--- config.mk ---
export PLATFORM = sky130hd
export DESIGN_NAME = led_pixel_spi_encoder_core
export DESIGN_NICKNAME = d
export VERILOG_FILES = /design/src/rtl/core/lpse_pkg.sv /design/src/rtl/core/led_pixel_spi_encoder_core.sv /design/src/rtl/core/lpse_front.sv /design/src/rtl/core/lpse_queue.sv /design/src/rtl/core/lpse_back.sv
export SDC_FILE = /design/constraint.sdc
export NUM_CORES = 2
export LEC_CHECK = 0
export BUFFER_PORTS_ARGS = -buffer_cell sky130_fd_sc_hd__buf_4
export CORE_ASPECT_RATIO = 0.9
export CORE_MARGIN = 2
export CORE_UTILIZATION = 55
export CTS_BUF_LIST = sky130_fd_sc_hd__clkbuf_16
export DETAILED_ROUTE_END_ITERATION = 10
export HOLD_SLACK_MARGIN = 0.1
export MAX_ROUTING_LAYER = met4
export PLACE_DENSITY = 0.7
export SYNTH_ARGS = -nofsm -noshare
export SYNTH_HDL_FRONTEND = slang
export SYNTH_SLANG_ARGS = --single-unit
--- constraint.sdc ---
create_clock -name clk -period 9.3 [get_ports clk]
set_clock_uncertainty 0.15 [all_clocks]
set_input_delay 0.93 -clock clk [delete_from_list [all_inputs] [get_ports clk]]
set_output_delay 0.93 -clock clk [all_outputs]
set_load 0.005 [all_outputs]
--- src/rtl/core/lpse_pkg.sv ---
// lpse_pkg: shared types and constants of the led pixel spi encoder
// no dependencies
package lpse_pkg;

  localparam int CHAN_W      = 8;
  localparam int BRIGHT_W    = 9;
  localparam int LEVEL_W     = 8;
  localparam int PIXEL_W     = 3 * CHAN_W;
  localparam int PROD1_W     = CHAN_W + BRIGHT_W;
  localparam int PROD2_W     = PROD1_W + LEVEL_W;
  localparam int WORD_W      = 16;
  localparam int WORDS_PER_PIXEL = PIXEL_W;
  localparam int CNT_W       = $clog2(WORDS_PER_PIXEL);
  localparam int QDEPTH      = 2;
  localparam int QPTR_W      = $clog2(QDEPTH);
  localparam int QCNT_W      = $clog2(QDEPTH + 1);
  localparam int DATA_W      = 32;
  localparam int ADDR_W      = 3;

  localparam logic [WORD_W-1:0] WORD_ONE  = 16'h7f00;
  localparam logic [WORD_W-1:0] WORD_ZERO = 16'h7000;
  localparam logic [CNT_W-1:0]  CNT_LAST  = CNT_W'(WORDS_PER_PIXEL - 1);

  localparam logic REG_BRIGHTNESS = 1'b0;
  localparam logic REG_MAX_LEVEL  = 1'b1;

  localparam logic [BRIGHT_W-1:0] BRIGHT_RESET = 9'd256;
  localparam logic [LEVEL_W-1:0]  LEVEL_RESET  = 8'd255;

  // dimmed pixel in wire order
  typedef struct packed {
    logic [CHAN_W-1:0] g;
    logic [CHAN_W-1:0] r;
    logic [CHAN_W-1:0] b;
  } dim_t;

endpackage

--- src/rtl/core/led_pixel_spi_encoder_core.sv ---
// led_pixel_spi_encoder_core: top level with config registers, front, queue, back
// depends on lpse_pkg, lpse_front, lpse_queue, lpse_back
//
// Each pushed 24-bit rgb pixel is dimmed by brightness (256 = full) and
// max_level, reordered green, red, blue and popped as 24 sixteen-bit spi
// words, 0x7f00 for a one bit and 0x7000 for a zero, the 24th flagged by
// last_word. The serializer hands out one word per pop and loads the next
// queued pixel as the last word is taken, so a steady stream leaves no gap
// between pixels; a pixel reaches the output through the two multiply stages,
// the queue and the serializer register. A two-stage multiply pipeline and a
// two-pixel queue let new pixels be taken while earlier words are still popped.
// Registers: brightness at 0x0 (9 bits), max_level at 0x4 (8 bits).
module led_pixel_spi_encoder_core (
  input  logic                          clk,
  input  logic                          rst_n,
  input  logic                          push,
  output logic                          full,
  input  logic [lpse_pkg::PIXEL_W-1:0]  in_pixel_rgb,
  input  logic                          pop,
  output logic                          empty,
  output logic [lpse_pkg::WORD_W-1:0]   out_spi_word,
  output logic                          out_last_word,
  input  logic                          psel,
  input  logic                          penable,
  input  logic                          pwrite,
  input  logic [lpse_pkg::ADDR_W-1:0]   paddr,
  input  logic [lpse_pkg::DATA_W-1:0]   pwdata,
  output logic [lpse_pkg::DATA_W-1:0]   prdata,
  output logic                          pready
);
  import lpse_pkg::*;

  logic [BRIGHT_W-1:0] brightness_r;
  logic [LEVEL_W-1:0]  max_level_r;
  logic                wr;
  logic                q_push, q_full, q_pop, q_empty;
  dim_t                q_wdata, q_rdata;

  assign pready = 1'b1;
  assign wr     = psel && penable && pwrite && pready;

  always_ff @(posedge clk) begin
    if (!rst_n) begin
      brightness_r <= BRIGHT_RESET;
      max_level_r  <= LEVEL_RESET;
    end else if (wr) begin
      case (paddr[2])
        REG_BRIGHTNESS: brightness_r <= pwdata[BRIGHT_W-1:0];
        REG_MAX_LEVEL:  max_level_r  <= pwdata[LEVEL_W-1:0];
        default: ;
      endcase
    end
  end

  always_comb begin
    case (paddr[2])
      REG_BRIGHTNESS: prdata = DATA_W'(brightness_r);
      REG_MAX_LEVEL:  prdata = DATA_W'(max_level_r);
      default:        prdata = '0;
    endcase
  end

  lpse_front u_front (
    .clk        (clk),
    .rst_n      (rst_n),
    .push       (push),
    .full       (full),
    .pixel      (in_pixel_rgb),
    .brightness (brightness_r),
    .max_level  (max_level_r),
    .q_full     (q_full),
    .q_push     (q_push),
    .q_data     (q_wdata)
  );

  lpse_queue u_queue (
    .clk     (clk),
    .rst_n   (rst_n),
    .wr_en   (q_push),
    .wr_data (q_wdata),
    .full    (q_full),
    .rd_en   (q_pop),
    .rd_data (q_rdata),
    .empty   (q_empty)
  );

  lpse_back u_back (
    .clk       (clk),
    .rst_n     (rst_n),
    .q_empty   (q_empty),
    .q_data    (q_rdata),
    .q_pop     (q_pop),
    .pop       (pop),
    .empty     (empty),
    .spi_word  (out_spi_word),
    .last_word (out_last_word)
  );

endmodule

--- src/rtl/core/lpse_front.sv ---
// lpse_front: accepts pixels and dims each channel in a short pipeline
// depends on lpse_pkg
module lpse_front (
  input  logic                            clk,
  input  logic                            rst_n,
  input  logic                            push,
  output logic                            full,
  input  logic [lpse_pkg::PIXEL_W-1:0]    pixel,
  input  logic [lpse_pkg::BRIGHT_W-1:0]   brightness,
  input  logic [lpse_pkg::LEVEL_W-1:0]    max_level,
  input  logic                            q_full,
  output logic                            q_push,
  output lpse_pkg::dim_t                  q_data
);
  import lpse_pkg::*;

  // floor(p / 65280) saturated to 255
  function automatic logic [CHAN_W-1:0] dim_div(input logic [PROD2_W-1:0] p);
    logic [PROD2_W-9:0] q;
    logic [CHAN_W-1:0]  e;
    logic [15:0]        rem;
    logic [CHAN_W-1:0]  res;
    q = p[PROD2_W-1:8];
    e = q[15:8];
    rem = q[15:0] - {e, 8'h00} + {8'h00, e};
    if (q >= 17'd65280) begin
      res = 8'hff;
    end else if (rem >= 16'd255) begin
      res = e + 8'd1;
    end else begin
      res = e;
    end
    return res;
  endfunction

  logic                 v1_r, v2_r;
  logic                 adv, acc;
  logic [PROD1_W-1:0]   prod1_r [3];
  logic [PROD2_W-1:0]   prod2_r [3];
  logic [CHAN_W-1:0]    chan [3];

  assign adv  = !v2_r || !q_full;
  assign full = !adv;
  assign acc  = push && adv;

  // lane 0 green, 1 red, 2 blue
  assign chan[0] = pixel[15:8];
  assign chan[1] = pixel[23:16];
  assign chan[2] = pixel[7:0];

  always_ff @(posedge clk) begin
    if (!rst_n) begin
      v1_r <= 1'b0;
      v2_r <= 1'b0;
    end else if (adv) begin
      v1_r <= acc;
      v2_r <= v1_r;
    end
  end

  always_ff @(posedge clk) begin
    for (int i = 0; i < 3; i++) begin
      if (acc) begin
        prod1_r[i] <= PROD1_W'(chan[i]) * PROD1_W'(brightness);
      end
      if (adv && v1_r) begin
        prod2_r[i] <= PROD2_W'(prod1_r[i]) * PROD2_W'(max_level);
      end
    end
  end

  assign q_push   = v2_r && !q_full;
  assign q_data.g = dim_div(prod2_r[0]);
  assign q_data.r = dim_div(prod2_r[1]);
  assign q_data.b = dim_div(prod2_r[2]);

  a_no_push_full: assert property (@(posedge clk) disable iff (!rst_n)
    q_full && v2_r |=> v2_r)
    else $error("dimmed pixel dropped while queue full");

endmodule

--- src/rtl/core/lpse_queue.sv ---
// lpse_queue: short queue of dimmed pixels between front and back
// depends on lpse_pkg
module lpse_queue (
  input  logic            clk,
  input  logic            rst_n,
  input  logic            wr_en,
  input  lpse_pkg::dim_t  wr_data,
  output logic            full,
  input  logic            rd_en,
  output lpse_pkg::dim_t  rd_data,
  output logic            empty
);
  import lpse_pkg::*;

  dim_t              mem_r [QDEPTH];
  logic [QPTR_W-1:0] wp_r, rp_r;
  logic [QCNT_W-1:0] cnt_r;

  assign full    = (cnt_r == QCNT_W'(QDEPTH));
  assign empty   = (cnt_r == '0);
  assign rd_data = mem_r[rp_r];

  always_ff @(posedge clk) begin
    if (!rst_n) begin
      wp_r  <= '0;
      rp_r  <= '0;
      cnt_r <= '0;
    end else begin
      if (wr_en) begin
        wp_r <= (wp_r == QPTR_W'(QDEPTH - 1)) ? '0 : wp_r + 1'b1;
      end
      if (rd_en) begin
        rp_r <= (rp_r == QPTR_W'(QDEPTH - 1)) ? '0 : rp_r + 1'b1;
      end
      if (wr_en && !rd_en) begin
        cnt_r <= cnt_r + 1'b1;
      end else if (rd_en && !wr_en) begin
        cnt_r <= cnt_r - 1'b1;
      end
    end
  end

  always_ff @(posedge clk) begin
    if (wr_en) begin
      mem_r[wp_r] <= wr_data;
    end
  end

  a_no_overflow: assert property (@(posedge clk) disable iff (!rst_n)
    wr_en |-> !full || rd_en)
    else $error("queue written while full");

  a_no_underflow: assert property (@(posedge clk) disable iff (!rst_n)
    rd_en |-> cnt_r != '0)
    else $error("queue read while empty");

endmodule

--- src/rtl/core/lpse_back.sv ---
// lpse_back: serializes a dimmed pixel into 24 spi words, msb first
// depends on lpse_pkg
module lpse_back (
  input  logic                          clk,
  input  logic                          rst_n,
  input  logic                          q_empty,
  input  lpse_pkg::dim_t                q_data,
  output logic                          q_pop,
  input  logic                          pop,
  output logic                          empty,
  output logic [lpse_pkg::WORD_W-1:0]   spi_word,
  output logic                          last_word
);
  import lpse_pkg::*;

  logic [PIXEL_W-1:0] sh_r;
  logic [CNT_W-1:0]   cnt_r;
  logic               busy_r;
  logic               take, done, ld;

  assign take = pop && busy_r;
  assign done = take && (cnt_r == CNT_LAST);
  assign ld   = (!busy_r || done) && !q_empty;

  assign q_pop     = ld;
  assign empty     = !busy_r;
  assign spi_word  = sh_r[PIXEL_W-1] ? WORD_ONE : WORD_ZERO;
  assign last_word = (cnt_r == CNT_LAST);

  always_ff @(posedge clk) begin
    if (!rst_n) begin
      busy_r <= 1'b0;
      cnt_r  <= '0;
    end else if (ld) begin
      busy_r <= 1'b1;
      cnt_r  <= '0;
    end else if (take) begin
      cnt_r <= cnt_r + 1'b1;
      if (done) begin
        busy_r <= 1'b0;
      end
    end
  end

  always_ff @(posedge clk) begin
    if (ld) begin
      sh_r <= q_data;
    end else if (take) begin
      sh_r <= {sh_r[PIXEL_W-2:0], 1'b0};
    end
  end

  a_cnt_range: assert property (@(posedge clk) disable iff (!rst_n)
    busy_r |-> cnt_r <= CNT_LAST)
    else $error("word counter past last word");

  a_idle_after_last: assert property (@(posedge clk) disable iff (!rst_n)
    done && q_empty |=> !busy_r)
    else $error("serializer busy after last word with nothing queued");

endmodule

==> metrics.md <==
| Metric | Value |
|---|---|
| Outcome | finished clean |
| Peak supply drop | 0.0003447 V |
| Die W | 242.1 µm |
| Mean Syn Cell Area | about 9.5 µm² |
| Crit-path max FO | 29 |
| Register-to-Register Path Depth | 18 |
| Post-DP HPWL | 44,210 µm |
| Register area | 5826 µm² |
| Period Utilization, post-route | 71.90% |
| Max Freq | approximately 0.15 GHz |
| Most frequently used flop master after synthesis | edfxtp_1 |
| Leakage | 14.52 nW |
| Relative slew slack | 19.96% |
| # nets final | 3,691 |
| Multi-input gate area | 19,570 µm² |
| RD Place Congestion | 0.8659 |
| Synth async-reset ratio | 0% |
| Core box area | 50,360 µm² |
| Register bit total from synthesis | 204 |
| PwrDens | 370.1 nW/µm² |
| Initial core utilization | a little under three fifths |
| DRC Markers | 0 |
| Vias per Instance | 5.247 |
| Tot Pwr | 11.02 mW |
| Synth Warn # | 0 |
| Initial antenna violation count | 0 |
| CP Launch Type | flop |
| Hold Path Class | reg2reg |
| Layout fillers | about 4,400 |
| Total Die Area | 52,850 µm² |
| Area Growth Syn to Fin | 6.068% |
| Final Slew Violations | 0 |
| CTS tree | built |
| Cells after synthesis | 2,941 |
| Final ANT Viol Nets | 0 |
| Cell count of the worst hold path | 2 |
| CP Data Arrival Time | approximately 6.8 ns |
| Largest net degree at the start of global routing | 54 |
| CTS Hold Buffers Added | 0 |
| Cell row count | 78 |
| Layout cell share with drive strength beyond 1 | under 10% |
| Max clock buf depth | 3 |
| Vias in the first global route | 19,970 |
| Clk Tree Root Cell | clkbuf_16 |
| Util after Layout | 59.11% |
| Post-synth EDFFs | 174 |
| Drt initial violations | 970 |
| GRT Residual Overflow | 0 |
| Die Span Y | 218.3 µm |
| Largest cells by area after synthesis | fa_1 (28%), edfxtp_1 (19%), ha_1 (13%) |
| Setup TNS Final | 0 ns |
| Leading area contributor after synthesis | fa_1 |
| DRT Wirelength | 56,500 µm |
| Register area share after synthesis | 20.76% |
| Global-route wire length before repair | 96,090 µm |
| Max-Cap Viols | 0 |
| Slew @ Worst Pin | around 1.2 ns |
| Drt wl/cell | 15.51 µm |
| Period minus WS final | 6.686 ns |
| Finish-stage setup viols | 0 |
| RSZ-0062 raised after global routing | false |
| Total track usage | 22.59% |
| PostCTS Resize Cnt | 0 |
| Final Hold Viols | 0 |
| Via count | 19,120 |
| Req. time, crit path | between 9 and 10 ns |
| CTS Buf Count | 25 |
| Clock Sinks | 204 |
| Clk Latency, worst-skew pair | 0.55 ns |
| Crit Path Class | reg2reg |
| CTS clk-pin slew, worst paths | 0.06 ns |
| Length of the first detailed-routing pass in iterations | 7 |
| ANT cells | 0 |
| Synth cell types | 71 |
| Setup crit end kind | flop |
| IO Port Bufs | 56 |
| Area of the mapped netlist | 28,060 µm² |
| # IOs | ~120 |
| Synth top area share | 28.03% |
| Post-CTS setup repair buffer count | 0 |
| H-tree levels | 1 |
==> sequential cells by signal, indices dropped and copies added, names as in the netlist, 2 cells and up, named ones only <==
signal and cells:
brightness_r 9, max_level_r 8, u_back.cnt_r 5, u_back.sh_r 24
u_front.prod1_r 51, u_front.prod2_r 51, u_queue.cnt_r 2, u_queue.mem_r 48
==> worst paths after layout <==
check	startpoint	endpoint	slack, ns
worst max-delay path	max_level_r[2]$_SDFFE_PN1P_	u_front.prod2_r[0][24]$_DFFE_PP_	2.61
worst min-delay path	u_back.cnt_r[1]$_SDFFE_PP0P_	u_back.cnt_r[1]$_SDFFE_PP0P_	0.34
worst max register to register	max_level_r[2]$_SDFFE_PN1P_	u_front.prod2_r[0][24]$_DFFE_PP_	2.61
worst min register to register	u_back.cnt_r[1]$_SDFFE_PP0P_	u_back.cnt_r[1]$_SDFFE_PP0P_	0.34
==> stage by stage <==
stage | hold slack [ns] | setup WS (ns) | std cells | instance area (µm²)
3_5_place_dp | 0.3294 | 2.652 | 3598 | 28970
5_1_grt | 0.3709 | 2.356 | 3643 | 29770
4_1_cts | 0.3372 | 2.624 | 3643 | 29770
3_3_place_gp | 0.3134 | 2.746 | 3598 | 28970
6_report | 0.3404 | 2.614 | 3643 | 29770
2_1_floorplan | 0.3036 | 3.713 | 2975 | 28190
==> logic make-up after synthesis <==
logic type	count (synthesis)	share of synthesized area (%)
multiplexers	37	1.360
buffers and inverters	708	10.01
AO/OA/AOI/OAI	261	6.184
XOR/XNOR	98	3.058
flip-flops	204	20.76
AND/OR/NAND/NOR	951	17.77
other	2	0.02676
adder cells (fa/ha/maj)	680	40.83
==> synth_stat cells (6+ instances only) <==
master / number
nor2_1: 67
nor4_1: 13
o31ai_1: 8
o21ai_1: 45
nand3_1: 38
nor2b_1: 21
ha_1: 287
and2_1: 426
a21boi_0: 9
clkbuf_1: 85
inv_1: 572
edfxtp_1: 174
mux2_2: 9
a21o_1: 27
and3_1: 13
nor3_1: 27
nand4_1: 9
nand2_1: 300
a21oi_1: 58
o211ai_1: 6
fa_1: 393
o21ai_0: 20
nand3b_1: 6
a31oi_1: 6
buf_4: 40
xnor2_1: 69
dfxtp_1: 30
a211oi_1: 9
o21a_1: 19
mux2i_1: 28
nand2b_1: 8
xor2_1: 29
==> per-layer routing <==
layer | GRT usage (%) | up-vias | part of all wire, %
met1 | 30.58 | 9401 | 47
met5 | - | - | 0
met3 | 3.070 | 71 | 5.5
li1 | - | 9185 | -
met4 | 4.362 | 0 | 1.5
met2 | 36.84 | 459 | 46
==> placed cells by master, fill, tap and decap left out, types with 20 or more instances in the layout <==
| cell type | instances |
|---|---|
| and2_1 | 424 |
| clkbuf_16 | 26 |
| fa_1 | 393 |
| a21oi_1 | 58 |
| xor2_1 | 29 |
| nor2_1 | 66 |
| inv_1 | 577 |
| nor3_1 | 27 |
| nand2_1 | 300 |
| xnor2_1 | 69 |
| mux2i_1 | 28 |
| dfxtp_1 | 30 |
| conb_1 | 36 |
| buf_4 | 72 |
| nor2b_1 | 21 |
| edfxtp_1 | 174 |
| o21ai_1 | 45 |
| nand3_1 | 38 |
| ha_1 | 287 |
| o21ai_0 | 20 |
| a21o_1 | 27 |
==> layout make-up <==
type	instances	area share (%)
multi-input combinational	2063	65.75
sequential	204	19.57
inverter	579	7.309
tap	680	2.858
clock buffer	26	2.186
timing repair buffer	72	1.816
clock inverter	19	0.5086
==> where the power goes <==
part | switching (mW) | internal, mW
clock | 0.372 | 0.560
combinational | 4.47 | 3.65
sequential | 0.194 | 1.78
total | 5.03 | 5.98
==> critical path: stages, from the launching register on <==
cell and delay, ns:
dfxtp_1 1.04, buf_4 0.47, and2_1 0.21, fa_1 0.40, ha_1 0.28, inv_1 0.04, fa_1 0.47, inv_1 0.05
fa_1 0.43, ha_1 0.31, a211oi_2 0.23, o31ai_1 0.14, a31oi_4 0.29, a211oi_1 0.16, o31a_1 0.34, a221o_1 0.35
o41a_1 0.40, or4_1 0.49, and3_1 0.18
Power figures use the tool's default switching activity.
